===== src/aets_pkg.sv =====
// Package for the audio envelope to servo block: widths, constants, state codes.
// No dependencies.
package aets_pkg;
    localparam int FRAC_BITS_DEF = 24;
    localparam int SAMPLE_W      = 32;
    localparam int LEVEL_W       = 18;
    localparam int CFG_W         = 18;
    localparam int POS_W         = 7;
    localparam int SHIFT_IN      = 14;
    localparam int MEAN_DIV      = 20001;
    localparam int PEAK_DIV      = 2001;
    localparam int POS_FULL      = 100;
    localparam logic [CFG_W-1:0] THRESH_RST = 18'd250;
    localparam logic [CFG_W-1:0] FULL_RST   = 18'd10000;
    localparam int CFG_AW        = 3;
    localparam logic [CFG_AW-1:0] ADDR_THRESH = 3'd0;
    localparam logic [CFG_AW-1:0] ADDR_FULL   = 3'd4;

    typedef enum logic [1:0] {
        DIV_IDLE,
        DIV_RUN,
        DIV_DONE
    } div_state_t;

    typedef enum logic [2:0] {
        ST_IDLE,
        ST_MEAN,
        ST_PEAK,
        ST_SMOOTH,
        ST_MAP,
        ST_OUT
    } core_state_t;
endpackage


===== src/aets_if.sv =====
// Valid/ready channel interfaces for input and result items.
// Depends on aets_pkg.
interface aets_in_if;
    logic                              valid;
    logic                              ready;
    logic                              func;
    logic signed [aets_pkg::SAMPLE_W-1:0] raw_sample;
    modport source (output valid, func, raw_sample, input ready);
    modport sink   (input valid, func, raw_sample, output ready);
endinterface

interface aets_out_if;
    logic                              valid;
    logic                              ready;
    logic [aets_pkg::POS_W-1:0]        servo_position;
    logic [aets_pkg::LEVEL_W-1:0]      envelope_level;
    modport source (output valid, servo_position, envelope_level, input ready);
    modport sink   (input valid, servo_position, envelope_level, output ready);
endinterface


===== src/aets_div.sv =====
// Bit-serial restoring divider: unsigned numerator by unsigned divisor,
// one quotient bit per cycle. Depends on aets_pkg.
module aets_div #(
    parameter int NW = 64,
    parameter int DW = 20
) (
    input  logic          clk,
    input  logic          rst_n,
    input  logic          start,
    input  logic [NW-1:0] num,
    input  logic [DW-1:0] den,
    output logic          done,
    output logic [NW-1:0] quot
);
    localparam int CW = $clog2(NW + 1);

    aets_pkg::div_state_t state_reg, state_next;
    logic [NW-1:0] q_reg, q_next;
    logic [DW:0]   r_reg, r_next;
    logic [DW-1:0] d_reg, d_next;
    logic [CW-1:0] cnt_reg, cnt_next;
    logic [DW:0]   trial;

    always_ff @(posedge clk or negedge rst_n)
    begin
        if (!rst_n)
        begin
            state_reg <= aets_pkg::DIV_IDLE;
            cnt_reg   <= '0;
        end
        else
        begin
            state_reg <= state_next;
            cnt_reg   <= cnt_next;
        end
    end

    always_ff @(posedge clk)
    begin
        q_reg <= q_next;
        r_reg <= r_next;
        d_reg <= d_next;
    end

    always_comb
    begin
        state_next = state_reg;
        cnt_next   = cnt_reg;
        q_next     = q_reg;
        r_next     = r_reg;
        d_next     = d_reg;
        trial      = {r_reg[DW-1:0], q_reg[NW-1]};
        unique case (state_reg)
            aets_pkg::DIV_IDLE:
            begin
                if (start)
                begin
                    q_next     = num;
                    r_next     = '0;
                    d_next     = den;
                    cnt_next   = CW'(NW);
                    state_next = aets_pkg::DIV_RUN;
                end
            end
            aets_pkg::DIV_RUN:
            begin
                // shift one numerator bit into the remainder, try a subtract
                if (trial >= {1'b0, d_reg})
                begin
                    r_next = trial - {1'b0, d_reg};
                    q_next = {q_reg[NW-2:0], 1'b1};
                end
                else
                begin
                    r_next = trial;
                    q_next = {q_reg[NW-2:0], 1'b0};
                end
                cnt_next = cnt_reg - 1'b1;
                if (cnt_reg == CW'(1))
                    state_next = aets_pkg::DIV_DONE;
            end
            aets_pkg::DIV_DONE:
                state_next = aets_pkg::DIV_IDLE;
            default:
                state_next = aets_pkg::DIV_IDLE;
        endcase
    end

    assign done = (state_reg == aets_pkg::DIV_DONE);
    assign quot = q_reg;
endmodule


===== src/audio_envelope_to_servo_core.sv =====
// Top level of the audio envelope to servo block: sequencer, state and APB port.
// Depends on aets_pkg, aets_if and aets_div. Serial dividers, one bit a cycle, NW = FRAC_BITS+27.
// Sequence: a sample runs the mean division and then, unless the peak jumps, the peak decay
//   division before the next accept; a tick runs the smoothing division, then the position division.
//   When no position division is needed, the result is set in the output step.
// Throughput: one item at a time; a waiting result holds a later tick at its output step.
// Reset: rst_n clears state to zero, registers to 250 and 10000.
module audio_envelope_to_servo_core #(
    parameter int FRAC_BITS = aets_pkg::FRAC_BITS_DEF
) (
    input  logic                        clk,
    input  logic                        rst_n,
    aets_in_if.sink                     in_ch,
    aets_out_if.source                  out_ch,
    input  logic                        psel,
    input  logic                        penable,
    input  logic                        pwrite,
    input  logic [aets_pkg::CFG_AW-1:0] paddr,
    input  logic [31:0]                 pwdata,
    output logic [31:0]                 prdata,
    output logic                        pready
);
    // State words: integer part of LEVEL_W+1 bits plus fraction.
    localparam int SW  = aets_pkg::LEVEL_W + 1 + FRAC_BITS;
    localparam int NW  = SW + 8;          // numerators carry a bias / factor of 3
    localparam int DW  = 15;              // divisors up to 20001 (also 3)
    localparam int LW  = aets_pkg::LEVEL_W;
    localparam int CW  = aets_pkg::CFG_W;
    // bias exponent: 20001 * 2^MB exceeds any mean difference
    localparam int MB  = SW + 1 - $clog2(aets_pkg::MEAN_DIV);

    // Configuration registers
    logic [CW-1:0] thresh_reg, full_reg;
    logic          wr_en;
    assign pready = 1'b1;
    assign wr_en  = psel && penable && pwrite;

    always_ff @(posedge clk or negedge rst_n)
    begin
        if (!rst_n)
        begin
            thresh_reg <= aets_pkg::THRESH_RST;
            full_reg   <= aets_pkg::FULL_RST;
        end
        else if (wr_en)
        begin
            if (paddr == aets_pkg::ADDR_THRESH)
                thresh_reg <= pwdata[CW-1:0];
            else if (paddr == aets_pkg::ADDR_FULL)
                full_reg <= pwdata[CW-1:0];
        end
    end

    always_comb
    begin
        prdata = '0;
        if (paddr == aets_pkg::ADDR_THRESH)
            prdata = 32'(thresh_reg);
        else if (paddr == aets_pkg::ADDR_FULL)
            prdata = 32'(full_reg);
    end

    // Filter state
    logic signed [SW-1:0] mean_reg, mean_next;
    logic [SW-1:0]        peak_reg, peak_next;
    logic [SW-1:0]        smooth_reg, smooth_next;
    logic signed [LW-1:0] lvl_reg, lvl_next;
    logic                 func_reg, func_next;
    aets_pkg::core_state_t st_reg, st_next;
    logic                 ovalid_reg, ovalid_next;
    logic [aets_pkg::POS_W-1:0] pos_reg, pos_next;
    logic [LW-1:0]        env_reg, env_next;
    logic                 map_go_reg, map_go_next;

    // Shared serial divider
    logic          div_start, div_done;
    logic [NW-1:0] div_num, div_q;
    logic [DW-1:0] div_den;

    aets_div #(.NW(NW), .DW(DW)) u_div (
        .clk   (clk),
        .rst_n (rst_n),
        .start (div_start),
        .num   (div_num),
        .den   (div_den),
        .done  (div_done),
        .quot  (div_q)
    );

    // Separate small serial divider for the position mapping
    localparam int MNW = CW + 7;
    logic           map_start, map_done;
    logic [MNW-1:0] map_num, map_q;
    logic [CW-1:0]  map_den;

    aets_div #(.NW(MNW), .DW(CW)) u_map (
        .clk   (clk),
        .rst_n (rst_n),
        .start (map_start),
        .num   (map_num),
        .den   (map_den),
        .done  (map_done),
        .quot  (map_q)
    );

    // Derived terms
    logic [31:0]           neg_raw;
    logic signed [LW-1:0]  level_in;
    logic signed [SW:0]    diff_mean;
    logic signed [SW:0]    lev_fx;
    logic [SW-1:0]         mean_abs;
    logic signed [LW:0]    mean_int;
    logic signed [LW+1:0]  dev_s;
    logic [LW:0]           dev;
    logic [SW-1:0]         dev_fx;
    logic [NW-1:0]         bias_mean;
    logic [SW-1:0]         ipart_w;
    logic [CW-1:0]         xclamp;
    logic [CW:0]           ipart_sat;

    assign neg_raw  = 32'd0 - in_ch.raw_sample;
    assign level_in = LW'($signed(neg_raw) >>> aets_pkg::SHIFT_IN);
    assign lev_fx   = (SW+1)'($signed(lvl_reg)) <<< FRAC_BITS;
    assign diff_mean = lev_fx - (SW+1)'(mean_reg);
    // floor(n/d) for negative n: add d*2^MB so the numerator stays positive
    assign bias_mean = NW'(aets_pkg::MEAN_DIV) << MB;
    assign mean_abs = mean_reg[SW-1] ? SW'(-mean_reg) : SW'(mean_reg);
    assign mean_int = mean_reg[SW-1] ? -(LW+1)'(mean_abs >> FRAC_BITS)
                                     :  (LW+1)'(mean_abs >> FRAC_BITS);
    assign dev_s    = (LW+2)'(lvl_reg) - (LW+2)'(mean_int);
    assign dev      = dev_s[LW+1] ? (LW+1)'(-dev_s) : (LW+1)'(dev_s);
    assign dev_fx   = SW'(dev) << FRAC_BITS;
    assign ipart_w  = smooth_reg >> FRAC_BITS;
    assign ipart_sat = (ipart_w > SW'({1'b0, {CW{1'b1}}})) ? {1'b0, {CW{1'b1}}}
                                                           : (CW+1)'(ipart_w);

    always_comb
    begin
        xclamp = ipart_sat[CW-1:0];
        if (ipart_sat < (CW+1)'(thresh_reg))
            xclamp = thresh_reg;
        if (ipart_sat > (CW+1)'(full_reg))
            xclamp = full_reg;
    end

    always_ff @(posedge clk or negedge rst_n)
    begin
        if (!rst_n)
        begin
            st_reg     <= aets_pkg::ST_IDLE;
            mean_reg   <= '0;
            peak_reg   <= '0;
            smooth_reg <= '0;
            ovalid_reg <= 1'b0;
            map_go_reg <= 1'b0;
        end
        else
        begin
            st_reg     <= st_next;
            mean_reg   <= mean_next;
            peak_reg   <= peak_next;
            smooth_reg <= smooth_next;
            ovalid_reg <= ovalid_next;
            map_go_reg <= map_go_next;
        end
    end

    always_ff @(posedge clk)
    begin
        lvl_reg  <= lvl_next;
        func_reg <= func_next;
        pos_reg  <= pos_next;
        env_reg  <= env_next;
    end

    always_comb
    begin
        st_next     = st_reg;
        mean_next   = mean_reg;
        peak_next   = peak_reg;
        smooth_next = smooth_reg;
        lvl_next    = lvl_reg;
        func_next   = func_reg;
        ovalid_next = ovalid_reg;
        pos_next    = pos_reg;
        env_next    = env_reg;
        map_go_next = map_go_reg;
        div_start   = 1'b0;
        div_num     = '0;
        div_den     = '0;
        map_start   = 1'b0;
        map_num     = MNW'(xclamp - thresh_reg) * MNW'(aets_pkg::POS_FULL);
        map_den     = full_reg - thresh_reg;
        in_ch.ready = 1'b0;

        if (out_ch.valid && out_ch.ready)
            ovalid_next = 1'b0;

        unique case (st_reg)
            aets_pkg::ST_IDLE:
            begin
                // input waits only while a position division is still running
                in_ch.ready = !map_go_reg;
                if (in_ch.valid && !map_go_reg)
                begin
                    lvl_next  = level_in;
                    func_next = in_ch.func;
                    if (in_ch.func)
                    begin
                        st_next   = aets_pkg::ST_SMOOTH;
                        div_start = 1'b1;
                        div_num   = NW'(smooth_reg) * NW'(2) + NW'(peak_reg);
                        div_den   = DW'(3);
                    end
                    else
                        st_next = aets_pkg::ST_MEAN;
                end
            end
            aets_pkg::ST_MEAN:
            begin
                // floor(diff/20001) = (diff + 20001*2^MB)/20001 - 2^MB
                div_start = 1'b1;
                div_num   = bias_mean + NW'(diff_mean);
                div_den   = DW'(aets_pkg::MEAN_DIV);
                st_next   = aets_pkg::ST_PEAK;
            end
            aets_pkg::ST_PEAK:
            begin
                if (div_done)
                begin
                    mean_next = mean_reg + SW'(div_q - (NW'(1) << MB));
                    st_next   = aets_pkg::ST_MAP;
                end
            end
            aets_pkg::ST_MAP:
            begin
                if (!func_reg)
                begin
                    // mean now updated: decide jump or start the decay division
                    if (dev_fx > peak_reg)
                    begin
                        peak_next = dev_fx;
                        st_next   = aets_pkg::ST_IDLE;
                    end
                    else
                    begin
                        div_start = 1'b1;
                        div_num   = NW'(peak_reg - dev_fx) + NW'(aets_pkg::PEAK_DIV - 1);
                        div_den   = DW'(aets_pkg::PEAK_DIV);
                        st_next   = aets_pkg::ST_OUT;
                    end
                end
            end
            aets_pkg::ST_SMOOTH:
            begin
                if (div_done)
                begin
                    smooth_next = SW'(div_q);
                    st_next     = aets_pkg::ST_OUT;
                    func_next   = 1'b1;
                end
            end
            aets_pkg::ST_OUT:
            begin
                if (!func_reg)
                begin
                    if (div_done)
                    begin
                        peak_next = peak_reg - SW'(div_q);
                        st_next   = aets_pkg::ST_IDLE;
                    end
                end
                else if (!ovalid_reg)
                begin
                    // smoothed value ready and output register free: compute command
                    env_next = LW'(ipart_w);
                    if (smooth_reg > (SW'(thresh_reg) << FRAC_BITS))
                    begin
                        if (full_reg <= thresh_reg)
                        begin
                            pos_next    = aets_pkg::POS_W'(aets_pkg::POS_FULL);
                            ovalid_next = 1'b1;
                            st_next     = aets_pkg::ST_IDLE;
                        end
                        else
                        begin
                            map_start   = 1'b1;
                            map_go_next = 1'b1;
                            st_next     = aets_pkg::ST_IDLE;
                        end
                    end
                    else
                    begin
                        pos_next    = '0;
                        ovalid_next = 1'b1;
                        st_next     = aets_pkg::ST_IDLE;
                    end
                end
            end
            default:
                st_next = aets_pkg::ST_IDLE;
        endcase

        // position division completes: publish result
        if (map_go_reg && map_done)
        begin
            pos_next    = aets_pkg::POS_W'(map_q);
            ovalid_next = 1'b1;
            map_go_next = 1'b0;
        end
    end

    assign out_ch.valid          = ovalid_reg;
    assign out_ch.servo_position = pos_reg;
    assign out_ch.envelope_level = env_reg;

    // Checks
    a_pos_range: assert property (@(posedge clk) disable iff (!rst_n)
        out_ch.valid |-> out_ch.servo_position <= aets_pkg::POS_W'(aets_pkg::POS_FULL))
        else $error("servo position above full opening");
    a_hold: assert property (@(posedge clk) disable iff (!rst_n)
        out_ch.valid && !out_ch.ready |=> out_ch.valid && $stable(out_ch.servo_position)
            && $stable(out_ch.envelope_level))
        else $error("result dropped while stalled");
    a_in_idle: assert property (@(posedge clk) disable iff (!rst_n)
        in_ch.ready |-> (st_reg == aets_pkg::ST_IDLE) && !map_go_reg)
        else $error("input taken while busy");
endmodule


===== src/flat_wrapper.sv =====
// flat-port wrapper written by rule: the top's interface ports become plain ports
module audio_envelope_to_servo_core_flat 
#(
    parameter int FRAC_BITS = aets_pkg::FRAC_BITS_DEF
)
  (clk, rst_n, psel, penable, pwrite, paddr, pwdata, prdata, pready, in_ch_valid, in_ch_func, in_ch_raw_sample, in_ch_ready, out_ch_valid, out_ch_servo_position, out_ch_envelope_level, out_ch_ready);
  aets_in_if in_ch_i ();
  aets_out_if out_ch_i ();
  input  logic clk;
  input  logic rst_n;
  input  logic psel;
  input  logic penable;
  input  logic pwrite;
  input  logic [aets_pkg::CFG_AW-1:0] paddr;
  input  logic [31:0] pwdata;
  output logic [31:0] prdata;
  output logic pready;
  input wire logic [$bits(in_ch_i.valid)-1:0] in_ch_valid;
  input wire logic [$bits(in_ch_i.func)-1:0] in_ch_func;
  input wire logic [$bits(in_ch_i.raw_sample)-1:0] in_ch_raw_sample;
  output wire logic [$bits(in_ch_i.ready)-1:0] in_ch_ready;
  output wire logic [$bits(out_ch_i.valid)-1:0] out_ch_valid;
  output wire logic [$bits(out_ch_i.servo_position)-1:0] out_ch_servo_position;
  output wire logic [$bits(out_ch_i.envelope_level)-1:0] out_ch_envelope_level;
  input wire logic [$bits(out_ch_i.ready)-1:0] out_ch_ready;
  assign in_ch_i.valid = in_ch_valid;
  assign in_ch_i.func = in_ch_func;
  assign in_ch_i.raw_sample = in_ch_raw_sample;
  assign in_ch_ready = in_ch_i.ready;
  assign out_ch_valid = out_ch_i.valid;
  assign out_ch_servo_position = out_ch_i.servo_position;
  assign out_ch_envelope_level = out_ch_i.envelope_level;
  assign out_ch_i.ready = out_ch_ready;
  audio_envelope_to_servo_core #(.FRAC_BITS(FRAC_BITS)) u_core (.clk(clk), .rst_n(rst_n), .in_ch(in_ch_i), .out_ch(out_ch_i), .psel(psel), .penable(penable), .pwrite(pwrite), .paddr(paddr), .pwdata(pwdata), .prdata(prdata), .pready(pready));
endmodule

===== config.mk =====
export PLATFORM = sky130hd
export DESIGN_NAME = audio_envelope_to_servo_core_flat
export DESIGN_NICKNAME = d
export VERILOG_FILES = /design/src/aets_pkg.sv /design/src/aets_if.sv /design/src/aets_div.sv /design/src/audio_envelope_to_servo_core.sv /design/src/flat_wrapper.sv
export SDC_FILE = /design/constraint.sdc
export NUM_CORES = 2
export LEC_CHECK = 0
export ABC_AREA = 1
export BUFFER_PORTS_ARGS = -buffer_cell sky130_fd_sc_hd__buf_4
export CORE_MARGIN = 10
export CORE_UTILIZATION = 65
export DETAILED_ROUTE_END_ITERATION = 8
export HOLD_SLACK_MARGIN = 0.02
export PLACE_DENSITY = 0.83
export RECOVER_POWER = 50
export SETUP_SLACK_MARGIN = 0.5
export SLEW_MARGIN = 20
export SYNTH_ARGS = -nofsm -noshare
export SYNTH_HDL_FRONTEND = slang
export SYNTH_HIERARCHICAL = 1
export SYNTH_SLANG_ARGS = --single-unit

===== constraint.sdc =====
create_clock -name clk -period 12.85 [get_ports clk]
set_input_delay 1.9275 -clock clk [delete_from_list [all_inputs] [get_ports clk]]
set_output_delay 1.9275 -clock clk [all_outputs]
set_load 0.01 [all_outputs]

==> impl_metrics.yaml <==
sta:
  finalHoldViolCount: 0
  fmax_mhz: 89.8
  drv_slew: 503
  finalCritPeriodShare: 0.866
  tightest_slew_ns: 4.12
  slew_headroom: -1.75
  grt_setup_unrepaired: "no"
  min_period_ns: 11.13
  clock_skew_ns: 0.0219
  setup_viol: 0
  fin_tns_setup_ns: 0
worst_setup_path:
  startpoint_type: "register"
  max_stage_delay_ns: 0.70
  crit_required_ns: 13.10
  path_max_fanout: 37
  cpMostUsedCell: "nand2_1"
  critPathKind: "reg2reg"
  cp-end-kind: "register"
  worst_ep_arrival_time_ns: 11.38
  crit_slowest_cell: "o21ai_0"
synthesis:
  syn_avg_cell_area_um2: 6.99
  ys_seq_elements: 371
  synth_cell_types: 77
  seq_area_frac_synth: 0.273
  ys_warn_count: 6
  ys.flop_type: "edfxtp_1"
  synthCells: 5363
  synthArstFlopShare: 0.499
  synth_edf_count: 186
  synthesis.area_um2: 37500
cts:
  path_clk_slew_ns: 0.07
  cts-root-buf: "clkbuf_16"
  holdBufCountCts: 0
  cts_setup_buffers: 0
  cts.sinks: 371
  cts_tree: "built"
  clock_latency_ns: 0.61
  cts_max_path_buffers: 3
  cts-resized-gates: 0
  htree_levels: 2
  numCtsBuffers: 43
job:
  cap_violations: 10
hold_path:
  hold_class: "reg2reg"
routing:
  vias_per_cell: 5.88
  via_count: 36729
  routedWlPerCell_um: 18.7
  drc: 0
  dr.pass1.iters: 6
  drtIter0Drc: 3681
  ant_nets: 0
  drt-total-wl_um: 117000
floorplanning:
  die_y_um: 260
  die_area_um2: 67700
  start_util: 0.661
  die_x_um: 260
  core_area_um2: 56700
  num_rows: 87
  io_pins: 135
run_status:
  status: "complete, but fails checks"
  violations: "capacitance limit, slew limit"
placement:
  io_buffers: 105
  dp_hpwl_um: 92400
  gp_congestion: 0.995
  place_inst: 6161
grt:
  grt-ovfl-total: 0
  antenna_found_initial: 1
  grt_pass1_vias: 34637
  grt_pass1_wl_um: 182000
  grt_use_total: 0.335
  grt_max_degree: 74
final_layout:
  stdcell_count: 6242
  largest_reg_flops: 51
  area_growth_pct: 7.53
  drive_gt1_frac: 0.0644
  nets: 5980
==> placed cells by master, fill, tap and decap left out, types with 25 or more instances in the layout <==
cell type and count:
nor3_1 61, inv_1 802, clkbuf_16 44, o21a_1 25, buf_4 89, nand3_1 254
nor2_2 34, a21oi_1 395, o21ai_0 373, o211ai_1 44, nor4_1 26, edfxtp_1 186
or2_2 63, ha_1 428, dfrtp_1 174, clkbuf_1 38, nand2_1 1353, fa_1 27
xnor2_1 62, xor2_1 148, nand4_1 57, a31oi_1 39, nor2_1 439
==> per-layer routing <==
layer | routed length, µm | global-route usage | share of wire
met3 | 8380 | 0.0396 | 0.072
met5 | 10 | 0 | 0.000086
met1 | 46200 | 0.411 | 0.40
met4 | 7220 | 0.188 | 0.062
met2 | 54700 | 0.567 | 0.47
==> path summary, 6_finish.rpt <==
path / startpoint / to / slack [ns] / cells past startpoint
worst max-delay path: u_core/mean_reg[0] / u_core/u_div/quot[40] / 1.72 / 55
worst min-delay path: u_core/u_div/cnt_reg[5] / u_core/u_div/cnt_reg[5] / 0.48 / 1
worst max register to register: u_core/mean_reg[0] / u_core/u_div/quot[40] / 1.72 / 55
worst min register to register: u_core/u_div/cnt_reg[5] / u_core/u_div/cnt_reg[5] / 0.48 / 1
max in group asynchronous: rst_n / u_core/peak_reg[38] / 4.85 / 2
min in group asynchronous: rst_n / u_core/u_div/cnt_reg[2] / 2.62 / 1
==> worst max-delay path: cells and delay by family, from the launching register on <==
kind            cells  cell delay [ns]
compound gates      2             0.99
simple gates       40             5.81
buf+inv             7             1.81
fa+ha+maj           4             1.28
flops               1             0.40
xor+xnor            2             0.42
==> synthesized netlist by cell type, drive strengths merged, types with 13 or more instances <==
cell / number / area, µm²
nor3: 63 / 330
o211ai: 44 / 330
buf: 38 / 274
nor4: 26 / 163
nor2: 483 / 1970
nand2: 1373 / 5240
o21a: 25 / 188
nand3b: 16 / 120
inv: 819 / 3080
fa: 27 / 541
a31oi: 39 / 244
ha: 428 / 5360
xnor2: 62 / 543
a21oi: 397 / 2000
o31ai: 13 / 97.6
nand4: 60 / 412
nand3: 262 / 1360
dfrtp: 174 / 4350
o21ai: 402 / 2040
o21bai: 22 / 165
o22ai: 24 / 150
or2: 66 / 415
clkbuf: 67 / 251
edfxtp: 186 / 5590
xor2: 150 / 1330
==> metrics by stage <==
stage	hold slack, ns	worst slack [ns]	utilization	area (µm²)
3_3_place_gp	0.465	2.16	0.687	39000
4_1_cts	0.482	1.92	0.714	40500
2_1_floorplan	0.443	3.46	-	37600
5_1_grt	0.491	0.815	0.711	40300
3_5_place_dp	0.475	1.96	0.687	39000
6_report	0.479	1.72	0.711	40300
==> area by class of cell <==
class | count | area [µm²]
Antenna cell | 1 | 2.50
Clock buffer | 46 | 1120
Clock inverter | 34 | 402
Fill cell | 4857 | 16400
Inverter | 822 | 3090
Multi-Input combinational cell | 4084 | 23700
Sequential cell | 371 | 10200
Tap cell | 756 | 946
Timing Repair Buffer | 128 | 822
==> cells by family after synthesis <==
group                    share of synthesized area
XOR/XNOR                                    0.0499
buffers and inverters                       0.0964
multiplexers                              0.000567
AO/OA/AOI/OAI                                0.153
adder cells (fa/ha/maj)                      0.157
other                                     0.000200
flip-flops                                   0.273
AND/OR/NAND/NOR                              0.270
Power is left out: the tool's default activity adds up to more than one toggle a clock period on the data nets, which glitch-free logic cannot reach.
